--- src/rtl/core/hkrst_pkg.sv ---
// Package for the HID key report slot table: widths, opcodes, control types.
`default_nettype none

package hkrst_pkg;

  // Field widths fixed by the report format
  localparam int unsigned KeyW      = 8;
  localparam int unsigned ModW      = 8;
  localparam int unsigned CntW      = 8;
  localparam int unsigned IdxOutW   = 3;
  localparam int unsigned OpW       = 2;
  localparam int unsigned InDataW   = 24;
  localparam int unsigned OutDataW  = 16;

  // Defaults
  localparam int unsigned SlotsDefault = 6;
  localparam logic [CntW-1:0] AutoRelReset = 8'd15;

  // Item opcodes; code three means nothing and is dropped
  typedef enum logic [OpW-1:0] {
    OP_PRESS   = 2'd0,
    OP_RELEASE = 2'd1,
    OP_BUILD   = 2'd2
  } opcode_e;

  // Commands from controller to datapath
  typedef struct packed {
    logic load_item;
    logic edit;
    logic emit_beat;
    logic tick;
  } cmd_t;

  // Status from datapath to controller
  typedef struct packed {
    logic out_free;
    logic last_slot;
  } stat_t;

endpackage

`default_nettype wire

--- src/rtl/core/hid_key_report_slot_table.sv ---
// Top level of the HID boot keyboard key report slot table.
//
//  channel  dir  handshake                     content
//  s_axis   in   s_axis_tvalid_i/tready_o      press, release or build item
//  m_axis   out  m_axis_tvalid_o/tready_i      one beat per slot of a report
//  cfg      in   cfg_valid_i/cfg_ready_o       self-release countdown value
//
// Press and release run: accept, then one table update.
// A build runs: accept, one beat per slot through the
// output register, then one countdown tick over all slots in parallel.
// Output stalls hold the slot walk; a new item is taken while the last beat
// still waits. Reset empties all slots and loads the countdown value 15.
`default_nettype none

module hid_key_report_slot_table
  import hkrst_pkg::*;
#(
  parameter int unsigned Slots = SlotsDefault
) (
  input  wire logic                 clk_i,
  input  wire logic                 rst_ni,
  // key_code [7:0], modifier_bits [15:8], self_release [16], zero pad
  input  wire logic [InDataW-1:0]   s_axis_tdata_i,
  // opcode [1:0]
  input  wire logic [OpW-1:0]       s_axis_tuser_i,
  input  wire logic                 s_axis_tvalid_i,
  output logic                      s_axis_tready_o,
  // slot_code [7:0], modifier_out [15:8]
  output logic [OutDataW-1:0]       m_axis_tdata_o,
  // slot_index [2:0]
  output logic [IdxOutW-1:0]        m_axis_tuser_o,
  output logic                      m_axis_tlast_o,
  output logic                      m_axis_tvalid_o,
  input  wire logic                 m_axis_tready_i,
  // countdown load value for self-released keys
  input  wire logic [CntW-1:0]      cfg_data_i,
  input  wire logic                 cfg_valid_i,
  output logic                      cfg_ready_o
);

  cmd_t            cmd;
  stat_t           stat;
  logic [KeyW-1:0] out_code;
  logic [ModW-1:0] out_mod;

  assign cfg_ready_o = 1'b1;

  hkrst_ctrl u_ctrl (
    .clk_i       (clk_i),
    .rst_ni      (rst_ni),
    .in_valid_i  (s_axis_tvalid_i),
    .in_opcode_i (s_axis_tuser_i),
    .in_ready_o  (s_axis_tready_o),
    .stat_i      (stat),
    .cmd_o       (cmd)
  );

  hkrst_dp #(
    .Slots (Slots)
  ) u_dp (
    .clk_i       (clk_i),
    .rst_ni      (rst_ni),
    .cmd_i       (cmd),
    .stat_o      (stat),
    .in_opcode_i (s_axis_tuser_i),
    .in_key_i    (s_axis_tdata_i[7:0]),
    .in_mod_i    (s_axis_tdata_i[15:8]),
    .in_auto_i   (s_axis_tdata_i[16]),
    .cfg_we_i    (cfg_valid_i & cfg_ready_o),
    .cfg_data_i  (cfg_data_i),
    .out_valid_o (m_axis_tvalid_o),
    .out_ready_i (m_axis_tready_i),
    .out_index_o (m_axis_tuser_o),
    .out_code_o  (out_code),
    .out_mod_o   (out_mod),
    .out_last_o  (m_axis_tlast_o)
  );

  assign m_axis_tdata_o = {out_mod, out_code};

endmodule

`default_nettype wire

--- src/rtl/core/hkrst_ctrl.sv ---
// Controller state machine for the HID key report slot table.
`default_nettype none

module hkrst_ctrl
  import hkrst_pkg::*;
(
  input  wire logic           clk_i,
  input  wire logic           rst_ni,
  input  wire logic           in_valid_i,
  input  wire logic [OpW-1:0] in_opcode_i,
  output logic                in_ready_o,
  input  wire stat_t          stat_i,
  output cmd_t                cmd_o
);

  typedef enum logic [1:0] {
    ST_IDLE,
    ST_EDIT,
    ST_EMIT,
    ST_TICK
  } state_e;

  state_e state_q;
  logic   accept;

  assign in_ready_o = (state_q == ST_IDLE);
  assign accept     = in_valid_i & in_ready_o;

  // Command decode
  always_comb begin
    cmd_o           = '0;
    cmd_o.load_item = accept;
    case (state_q)
      ST_EDIT: cmd_o.edit      = 1'b1;
      ST_EMIT: cmd_o.emit_beat = stat_i.out_free;
      ST_TICK: cmd_o.tick      = 1'b1;
      default: ;
    endcase
  end

  // State register
  always_ff @(posedge clk_i or negedge rst_ni) begin
    if (!rst_ni) begin
      state_q <= ST_IDLE;
    end else begin
      case (state_q)
        ST_IDLE: begin
          if (accept) begin
            case (in_opcode_i)
              OP_PRESS, OP_RELEASE: state_q <= ST_EDIT;
              OP_BUILD:             state_q <= ST_EMIT;
              default:              state_q <= ST_IDLE;
            endcase
          end
        end
        ST_EDIT: state_q <= ST_IDLE;
        ST_EMIT: begin
          if (stat_i.out_free && stat_i.last_slot) begin
            state_q <= ST_TICK;
          end
        end
        ST_TICK: state_q <= ST_IDLE;
        default: state_q <= ST_IDLE;
      endcase
    end
  end

endmodule

`default_nettype wire

--- src/rtl/core/hkrst_dp.sv ---
// Datapath: slot table, countdowns, modifier, config register, output beat.
`default_nettype none

module hkrst_dp
  import hkrst_pkg::*;
#(
  parameter int unsigned Slots = SlotsDefault
) (
  input  wire logic                clk_i,
  input  wire logic                rst_ni,
  input  wire cmd_t                cmd_i,
  output stat_t                    stat_o,
  // item fields
  input  wire logic [OpW-1:0]      in_opcode_i,
  input  wire logic [KeyW-1:0]     in_key_i,
  input  wire logic [ModW-1:0]     in_mod_i,
  input  wire logic                in_auto_i,
  // config
  input  wire logic                cfg_we_i,
  input  wire logic [CntW-1:0]     cfg_data_i,
  // result beat
  output logic                     out_valid_o,
  input  wire logic                out_ready_i,
  output logic [IdxOutW-1:0]       out_index_o,
  output logic [KeyW-1:0]          out_code_o,
  output logic [ModW-1:0]          out_mod_o,
  output logic                     out_last_o
);

  localparam int unsigned IdxW = (Slots > 1) ? $clog2(Slots) : 1;
  localparam logic [IdxW-1:0] LastIdx = IdxW'(Slots - 1);

  logic [KeyW-1:0]  codes_q [Slots];
  logic [CntW-1:0]  cnt_q   [Slots];
  logic [ModW-1:0]  mod_q;
  logic [CntW-1:0]  auto_rel_q;
  logic [IdxW-1:0]  idx_q;

  logic [OpW-1:0]   op_q;
  logic [KeyW-1:0]  key_q;
  logic [ModW-1:0]  imod_q;
  logic             iauto_q;

  logic             out_valid_q;
  logic [IdxOutW-1:0] out_index_q;
  logic [KeyW-1:0]  out_code_q;
  logic [ModW-1:0]  out_mod_q;
  logic             out_last_q;

  logic [Slots-1:0] match;
  logic [Slots-1:0] empty;
  logic [Slots-1:0] first_empty;
  logic [Slots-1:0] expire;
  logic             seen_empty;
  logic [IdxW+IdxOutW-1:0] idx_ext;

  assign stat_o.out_free  = ~out_valid_q | out_ready_i;
  assign stat_o.last_slot = (idx_q == LastIdx);
  assign idx_ext          = {{IdxOutW{1'b0}}, idx_q};

  // Per-slot compares and first-empty pick
  always_comb begin
    seen_empty  = 1'b0;
    first_empty = '0;
    for (int i = 0; i < Slots; i++) begin
      match[i]       = (codes_q[i] == key_q);
      empty[i]       = (codes_q[i] == '0);
      first_empty[i] = empty[i] & ~seen_empty;
      seen_empty     = seen_empty | empty[i];
      // a countdown at one or two ends at this tick
      expire[i]      = (cnt_q[i] == CntW'(1)) || (cnt_q[i] == CntW'(2));
    end
  end

  // Latched item
  always_ff @(posedge clk_i) begin
    if (cmd_i.load_item) begin
      op_q    <= in_opcode_i;
      key_q   <= in_key_i;
      imod_q  <= in_mod_i;
      iauto_q <= in_auto_i;
    end
  end

  // Config register
  always_ff @(posedge clk_i or negedge rst_ni) begin
    if (!rst_ni) begin
      auto_rel_q <= AutoRelReset;
    end else if (cfg_we_i) begin
      auto_rel_q <= cfg_data_i;
    end
  end

  // Slot table, countdowns, modifier
  always_ff @(posedge clk_i or negedge rst_ni) begin
    if (!rst_ni) begin
      for (int i = 0; i < Slots; i++) begin
        codes_q[i] <= '0;
        cnt_q[i]   <= '0;
      end
      mod_q <= '0;
    end else if (cmd_i.edit && key_q != '0) begin
      case (op_q)
        OP_PRESS: begin
          if (match == '0 && seen_empty) begin
            for (int i = 0; i < Slots; i++) begin
              if (first_empty[i]) begin
                codes_q[i] <= key_q;
                cnt_q[i]   <= iauto_q ? auto_rel_q : '0;
              end
            end
            mod_q <= imod_q;
          end
        end
        OP_RELEASE: begin
          for (int i = 0; i < Slots; i++) begin
            if (match[i]) begin
              codes_q[i] <= '0;
              cnt_q[i]   <= '0;
            end
          end
          if (match != '0) begin
            mod_q <= '0;
          end
        end
        default: ;
      endcase
    end else if (cmd_i.tick) begin
      for (int i = 0; i < Slots; i++) begin
        if (expire[i]) begin
          codes_q[i] <= '0;
          cnt_q[i]   <= '0;
        end else if (cnt_q[i] > CntW'(2)) begin
          cnt_q[i] <= cnt_q[i] - CntW'(1);
        end
      end
      if (expire != '0) begin
        mod_q <= '0;
      end
    end
  end

  // Slot walk counter
  always_ff @(posedge clk_i or negedge rst_ni) begin
    if (!rst_ni) begin
      idx_q <= '0;
    end else if (cmd_i.emit_beat) begin
      idx_q <= stat_o.last_slot ? '0 : idx_q + IdxW'(1);
    end
  end

  // Output register
  always_ff @(posedge clk_i or negedge rst_ni) begin
    if (!rst_ni) begin
      out_valid_q <= 1'b0;
    end else if (cmd_i.emit_beat) begin
      out_valid_q <= 1'b1;
    end else if (out_ready_i) begin
      out_valid_q <= 1'b0;
    end
  end

  always_ff @(posedge clk_i) begin
    if (cmd_i.emit_beat) begin
      out_index_q <= idx_ext[IdxOutW-1:0];
      out_code_q  <= codes_q[idx_q];
      out_mod_q   <= mod_q;
      out_last_q  <= stat_o.last_slot;
    end
  end

  assign out_valid_o = out_valid_q;
  assign out_index_o = out_index_q;
  assign out_code_o  = out_code_q;
  assign out_mod_o   = out_mod_q;
  assign out_last_o  = out_last_q;

endmodule

`default_nettype wire
--- config.mk ---
export PLATFORM = sky130hd
export DESIGN_NAME = hid_key_report_slot_table
export DESIGN_NICKNAME = d
export VERILOG_FILES = /design/src/rtl/core/hkrst_pkg.sv /design/src/rtl/core/hid_key_report_slot_table.sv /design/src/rtl/core/hkrst_ctrl.sv /design/src/rtl/core/hkrst_dp.sv
export SDC_FILE = /design/constraint.sdc
export NUM_CORES = 1
export LEC_CHECK = 0
export ABC_AREA = 0
export BUFFER_PORTS_ARGS = -buffer_cell sky130_fd_sc_hd__buf_2
export CAP_MARGIN = 10
export CORE_MARGIN = 8
export CORE_UTILIZATION = 30
export DETAILED_ROUTE_END_ITERATION = 7
export GPL_ROUTABILITY_DRIVEN = 0
export SLEW_MARGIN = 20
export SYNTH_ARGS = -nofsm -noshare
export SYNTH_HDL_FRONTEND = slang
export SYNTH_SLANG_ARGS = --single-unit
--- constraint.sdc ---
create_clock -name clk_i -period 2.32 [get_ports clk_i]
set_input_delay 0.232 -clock clk_i [delete_from_list [all_inputs] [get_ports clk_i]]
set_output_delay 0.232 -clock clk_i [all_outputs]
set_load 0.005 [all_outputs]
==> flow_metrics.env, run 1 <==
export IMPL_fin_skew_ps=13.3
export IMPL_violations="negative setup slack"
export IMPL_dp_hpwl_um=17500
export IMPL_timing_final_crit_share_pct=108
export IMPL_fin_cells=1423
export IMPL_start_util_pct=30.2
export IMPL_synthArstFlopShare_pct=75.2
export IMPL_ys_warn_count=0
export IMPL_syn_area_um2=8590
export IMPL_cts_path_max_buffers=2
export IMPL_numPortBuffers=53
export IMPL_path_class="reg -> reg"
export IMPL_required_ps=2630
export IMPL_ios=62
export IMPL_p_leak_nw=5.37
export IMPL_clock_latency_ps=430
export IMPL_drv_slew=0
export IMPL_grt_pass1_wl_um=39800
export IMPL_slowest_delay_ps=400
export IMPL_die_area_um2=34300
export IMPL_ys_flop_type="dfrtp_1"
export IMPL_grt_max_degree=45
export IMPL_setup_viol=98
export IMPL_crit_fanout=7
export IMPL_n_antenna_cell=0
export IMPL_grt_pass1_vias=7316
export IMPL_ir_drop_mv=0.574
export IMPL_syn_inst=788
export IMPL_p_total_mw=14.1
export IMPL_post_place_ws_ps=-263
export IMPL_timing_hold_ws_ps=37.3
export IMPL_rows=62
export IMPL_rsz0062_at_grt="yes"
export IMPL_multiInputGateArea_um2=5120
export IMPL_outcome="complete, but fails checks"
export IMPL_whs_path_depth=2
export IMPL_cts_buffers=17
export IMPL_fin_ws_ps=-185
export IMPL_period_needed_ps=2510
export IMPL_syn_num_nets=845
export IMPL_dpl_instance_area_um2=10500
export IMPL_antenna_found_initial=0
export IMPL_worstRegToRegCells=10
export IMPL_ff_latch_area_um2=4130
export IMPL_clkSinkCount=157
export IMPL_design_area_um2=12600
export IMPL_placedCellCount=1346
export IMPL_root_buffer="clkbuf_16"
export IMPL_die_h_um=185
export IMPL_p_per_area_nw_per_um2=1120
export IMPL_core_area_um2=28500
export IMPL_vias_per_cell=5.12
export IMPL_most_common_layout_cells="buf_4, dfrtp_1, buf_2, nor2_1, mux2_4"
export IMPL_syn_to_final_growth_pct=46.6
export IMPL_ant_nets=0
export IMPL_num_vias=7280
export IMPL_cts_clk_slew_worst_paths_ps=60
export IMPL_overflow=0
export IMPL_syn_avg_cell_area_um2=10.9
export IMPL_endpoint_kind="register"
export IMPL_hold_path_class="in -> reg"
export IMPL_fillCellCount=2619
export IMPL_relSlewSlack_pct=57.9
export IMPL_worstMarginPinSlew_ps=625
export IMPL_cp_start_kind="register"
export IMPL_ys_seq_elements=157
export IMPL_hold_violations=0
export IMPL_cp_slowest_cell="edfxtp_1"
export IMPL_synth_distinct_cells=62
export IMPL_layout_drive_gt1_share_pct=46.9
export IMPL_wl_per_cell_um=18.0
export IMPL_drtPass1Iterations=5
export IMPL_cp_arrival_ps=2820
export IMPL_synth_edff_count=39
export IMPL_cap_viol_max_count=0
export IMPL_die_w_um=185
export IMPL_final_common_cell="buf_4"
export IMPL_drt_iter0_markers=609
export IMPL_crit_chain="buf_6 > xor2_2 > nor4_4 > and2_4 > nor4_4 > buf_4 > a31oi_2 > buf_4 > or3_4 > mux2_4"
export IMPL_yosysSeqAreaShare_pct=48.0
export IMPL_drcViolationCount=0
export IMPL_nets=1083
export IMPL_cts_tree="yes"
export IMPL_wirelength_um=25600
export IMPL_cts_htree_levels=4
export IMPL_fmax_mhz=399
export IMPL_grtUsageTotal_pct=14.8
## metrics by stage
stage | util [%] | TNS, ps
global placement | 36.8 | -14110
detailed placement | 36.8 | -17540
finish | 44.3 | -10280
CTS | 42.0 | -7520
global route | 44.3 | -19140
floorplan | - | -1970
## report_power, final
group | internal, mW | switching (mW) | total (mW)
combinational | 3.17 | 3.52 | 6.69
sequential | 3.72 | 0.800 | 4.53
clock | 1.66 | 1.18 | 2.84
total | 8.56 | 5.50 | 14.1
## worst max-delay path: cells and delay by family, from the launching register on
| family | cells | cell delay (ps) |
|---|---|---|
| XOR/XNOR | 1 | 170 |
| buffers and inverters | 3 | 530 |
| multiplexers | 1 | 310 |
| AO/OA/AOI/OAI | 1 | 100 |
| flip-flops | 1 | 400 |
| AND/OR/NAND/NOR | 4 | 880 |
## Yosys cell counts, types with 7 or more instances
master	number	area (µm²)
xor2_1	8	70.1
o21ai_0	53	265
mux2_4	18	270
a31oi_1	21	131
nand2b_1	7	43.8
inv_1	41	154
o22ai_1	12	75.1
mux2_2	43	484
o21ai_1	7	35.0
dfrtp_1	114	2850
and2_1	13	81.3
xnor2_1	41	359
edfxtp_1	39	1170
mux4_2	8	180
nand2_1	38	143
o41ai_1	8	70.1
nor4_1	19	119
and3_1	9	56.3
nor3_1	23	115
mux2i_1	16	160
a21oi_1	36	180
nor2_1	53	199
nand4_1	13	81.3
ha_1	18	225
buf_6	7	78.8
o31ai_1	27	203
clkbuf_1	14	52.6
## sequential cells by signal, indices dropped and copies added (netlist names)
signal / cells
u_dp.cnt_q: 48
u_dp.codes_q: 48
u_dp.auto_rel_q: 8
u_dp.imod_q: 8
u_dp.key_q: 8
u_dp.mod_q: 8
u_dp.out_code_o: 8
u_dp.out_mod_o: 8
u_dp.idx_q: 3
u_dp.out_index_o: 3
u_ctrl.state_q: 2
u_dp.op_q: 2
u_dp.iauto_q: 1
u_dp.out_last_o: 1
u_dp.out_valid_o: 1
## cells by family (layout without fill, tap and decap cells)
group,Yosys count,after routing,share of synthesized area (%)
compound gates,183,183,13.3
xor+xnor,49,49,4.99
fa+ha+maj,18,18,2.62
buf+inv,78,329,4.31
flops,157,157,48.0
mux,87,87,13.0
other cells,1,1,0.0436
simple gates,215,215,13.7
## worst paths after layout
kind / to / startpoint / slack [ps]
worst max-delay path: u_dp.cnt_q[32]$_DFFE_PN0P_ / u_dp.key_q[4]$_DFFE_PP_ / -190
worst min-delay path: u_dp.auto_rel_q[4]$_DFFE_PN0P_ / cfg_data_i[4] / 40
worst max register to register: u_dp.cnt_q[32]$_DFFE_PN0P_ / u_dp.key_q[4]$_DFFE_PP_ / -190
worst min register to register: u_dp.out_mod_o[1]$_DFFE_PP_ / u_dp.mod_q[1]$_DFFE_PN0P_ / 440
max in group asynchronous: u_dp.codes_q[35]$_DFFE_PN0P_ / rst_ni / 1200
min in group asynchronous: u_dp.cnt_q[10]$_DFFE_PN0P_ / rst_ni / 370
## what timing repair did
item                                   in CTS  in global routing
endpoints found under the hold margin      56                  0
hold buffers                               21                  0
gates cloned                                0                  1
buffers inserted                           20                 12
pin swaps                                  52                 49
resized for setup                         151                125
setup endpoints to repair                 103                104
## metal layers
layer,up-vias,GRT usage (%),wire length [µm]
met5,-,0,0
li1,3383,-,-
met3,32,3.30,1410
met4,0,4.45,395
met1,3652,20.2,12000
met2,213,23.0,11700
## layout make-up
| class | count | area share, % |
|---|---|---|
| multi-input cells | 553 | 40.6 |
| flip-flops and latches | 157 | 32.8 |
| repair buffers | 256 | 16.8 |
| well taps | 384 | 3.81 |
| clock buffers | 21 | 3.66 |
| inverters | 41 | 1.22 |
| clock inverters | 11 | 1.04 |
(Power assumes the default switching activity.)
==> run 2, diff against run 1 <==
--- a/config.mk
+++ b/config.mk
@@ -12,6 +12,7 @@
 export CORE_UTILIZATION = 30
 export DETAILED_ROUTE_END_ITERATION = 7
 export GPL_ROUTABILITY_DRIVEN = 0
+export RECOVER_POWER = 50
 export SLEW_MARGIN = 20
 export SYNTH_ARGS = -nofsm -noshare
 export SYNTH_HDL_FRONTEND = slang
==> run 2 against run 1 <==
  * The run still ends with negative setup slack left
  * Wire length hardly changed
  * Critical endpoint unchanged
  * Global-route usage stayed put
  * Power hardly changed
  * Hold slack hardly changed
  * Critical path depth stayed put
  * Largest power group unchanged
==> flow_metrics.env, run 2 (synthesis results as in run 1) <==
export IMPL_outcome="complete, but fails checks"
export IMPL_violations="negative setup slack"
export IMPL_hold_violations=0
export IMPL_drt_iter0_markers=605
export IMPL_wirelength_um=25600
export IMPL_crit_fanout=7
export IMPL_rrSetupSlack_ps=-180
export IMPL_grtUsageTotal_pct=14.8
export IMPL_rsz0062_at_grt="yes"
export IMPL_r2r_start="u_dp.key_q[4]$_DFFE_PP_"
export IMPL_whs_path_depth=2
export IMPL_p_total_mw=14.0
export IMPL_layout_drive_gt1_share_pct=46.0
export IMPL_period_needed_ps=2500
export IMPL_most_common_layout_cells="buf_4, dfrtp_1, buf_2, nor2_1, mux2_4"
export IMPL_num_vias=7268
export IMPL_worstMarginPinSlew_ps=1200
export IMPL_fin_skew_ps=13.2
export IMPL_relSlewSlack_pct=19.9
export IMPL_core_area_um2=28500
export IMPL_drcViolationCount=0
export IMPL_clkSinkCount=157
export IMPL_ios=62
export IMPL_fin_util_pct=44.2
export IMPL_ant_nets=0
export IMPL_cp_arrival_ps=2820
export IMPL_die_w_um=185
export IMPL_hold_path_startpoint="cfg_data_i[4]"
export IMPL_die_area_um2=34300
export IMPL_overflow=0
export IMPL_timing_final_crit_share_pct=108
export IMPL_cts_htree_levels=4
export IMPL_endpoint_kind="register"
export IMPL_setup_viol=98
export IMPL_cap_viol_max_count=0
export IMPL_path_class="reg -> reg"
export IMPL_die_h_um=185
export IMPL_drv_slew=0
export IMPL_n_antenna_cell=0
export IMPL_fmax_mhz=399
export IMPL_slowest_delay_ps=400
export IMPL_root_buffer="clkbuf_16"
export IMPL_worstRegToRegCells=10
export IMPL_p_per_area_nw_per_um2=1120
export IMPL_grt_pass1_vias=7316
export IMPL_syn_to_final_growth_pct=46.3
export IMPL_cp_start_kind="register"
export IMPL_required_ps=2630
export IMPL_fillCellCount=2624
export IMPL_rows=62
export IMPL_start_util_pct=30.2
export IMPL_critPathBufInv=3
export IMPL_wl_per_cell_um=18.0
export IMPL_p_leak_nw=5.34
export IMPL_drtPass1Iterations=5
export IMPL_path_delay_family="simple AND/OR/NAND/NOR gates"
export IMPL_top_regs="u_dp.cnt_q x48, u_dp.codes_q x48"
export IMPL_cp_slowest_cell="edfxtp_1"
export IMPL_numPortBuffers=53
export IMPL_crit_chain="buf_6 > xor2_2 > nor4_4 > and2_4 > nor4_4 > buf_4 > a31oi_2 > buf_4 > or3_4 > mux2_4"
export IMPL_cts_buffers=17
export IMPL_antenna_found_initial=0
export IMPL_cts_tree="yes"
export IMPL_final_common_cell="buf_4"
export IMPL_clock_latency_ps=430
export IMPL_ir_drop_mv=0.574
export IMPL_grt_pass1_wl_um=39800
export IMPL_tns_ps=-10240
export IMPL_hold_path_class="in -> reg"
export IMPL_cts_clk_slew_worst_paths_ps=60
export IMPL_fin_ws_ps=-184
export IMPL_nets=1083
export IMPL_reg2reg_to="u_dp.cnt_q[32]$_DFFE_PN0P_"
export IMPL_vias_per_cell=5.11
export IMPL_cts_path_max_buffers=2
export IMPL_grt_max_degree=45
export IMPL_holdPathEnd="u_dp.auto_rel_q[4]$_DFFE_PN0P_"
export IMPL_dp_hpwl_um=17500
## run 2: worst max path at each step
stage,end,cells after the start,start,slack (ps)
2_1_floorplan,u_dp.codes_q[40]$_DFFE_PN0P_,9,u_dp.key_q[7]$_DFFE_PP_,-80
3_3_place_gp,u_dp.codes_q[45]$_DFFE_PN0P_,10,u_dp.key_q[5]$_DFFE_PP_,-210
3_5_place_dp,u_dp.cnt_q[28]$_DFFE_PN0P_,11,u_dp.key_q[5]$_DFFE_PP_,-260
4_1_cts,u_dp.codes_q[47]$_DFFE_PN0P_,10,u_dp.key_q[4]$_DFFE_PP_,-160
5_1_grt,u_dp.cnt_q[32]$_DFFE_PN0P_,10,u_dp.key_q[4]$_DFFE_PP_,-270
6_report,u_dp.cnt_q[32]$_DFFE_PN0P_,10,u_dp.key_q[4]$_DFFE_PP_,-180
## run 2: worst register-to-register path, cell delays in order (launching register included)
cell and delay, ps:
edfxtp_1 400, buf_6 180, xor2_2 170, nor4_4 70, and2_4 180, nor4_4 260
buf_4 180, a31oi_2 100, buf_4 170, or3_4 370, mux2_4 310
## run 2: layout make-up
class                   instances  area, µm²  area share (%)
flip-flops and latches        157       4130            32.9
well taps                     384        480            3.82
clock inverters                11        131            1.04
repair buffers                256       2090            16.6
inverters                      41        154            1.22
clock buffers                  21        462            3.67
multi-input cells             553       5120            40.7
## run 2: what timing repair did
item | CTS | global route
gates resized for setup | 151 | 125
endpoints found under the setup margin | 103 | 104
buffers inserted | 20 | 12
pin swaps | 52 | 49
cloned | 0 | 1
hold endpoints to repair | 56 | 0
hold buffers | 21 | 0
## run 2: routing by layer
metal  vias up  share of wire (%)  global-route usage [%]
li1       3381                  -                       -
met1      3641                 47                    20.2
met2       212                 46                    23.0
met3        34                5.4                    3.30
met4         0                1.6                    4.45
met5         -                  0                       0
## run 2: through the flow
step	hold WS [ps]	area [µm²]	worst slack, ps	std cells
CTS	12.8	12000	-159	1416
floorplan	-63.6	8680	-83.3	788
detailed placement	306	10500	-263	1346
global placement	299	10500	-214	1346
global route	21.0	12600	-270	1423
finish	37.4	12600	-184	1423
## run 2: power breakdown
part	total, mW	internal (mW)	switching [mW]
logic	6.68	3.16	3.52
registers	4.52	3.72	0.799
clock network	2.84	1.66	1.18
total	14.0	8.55	5.50
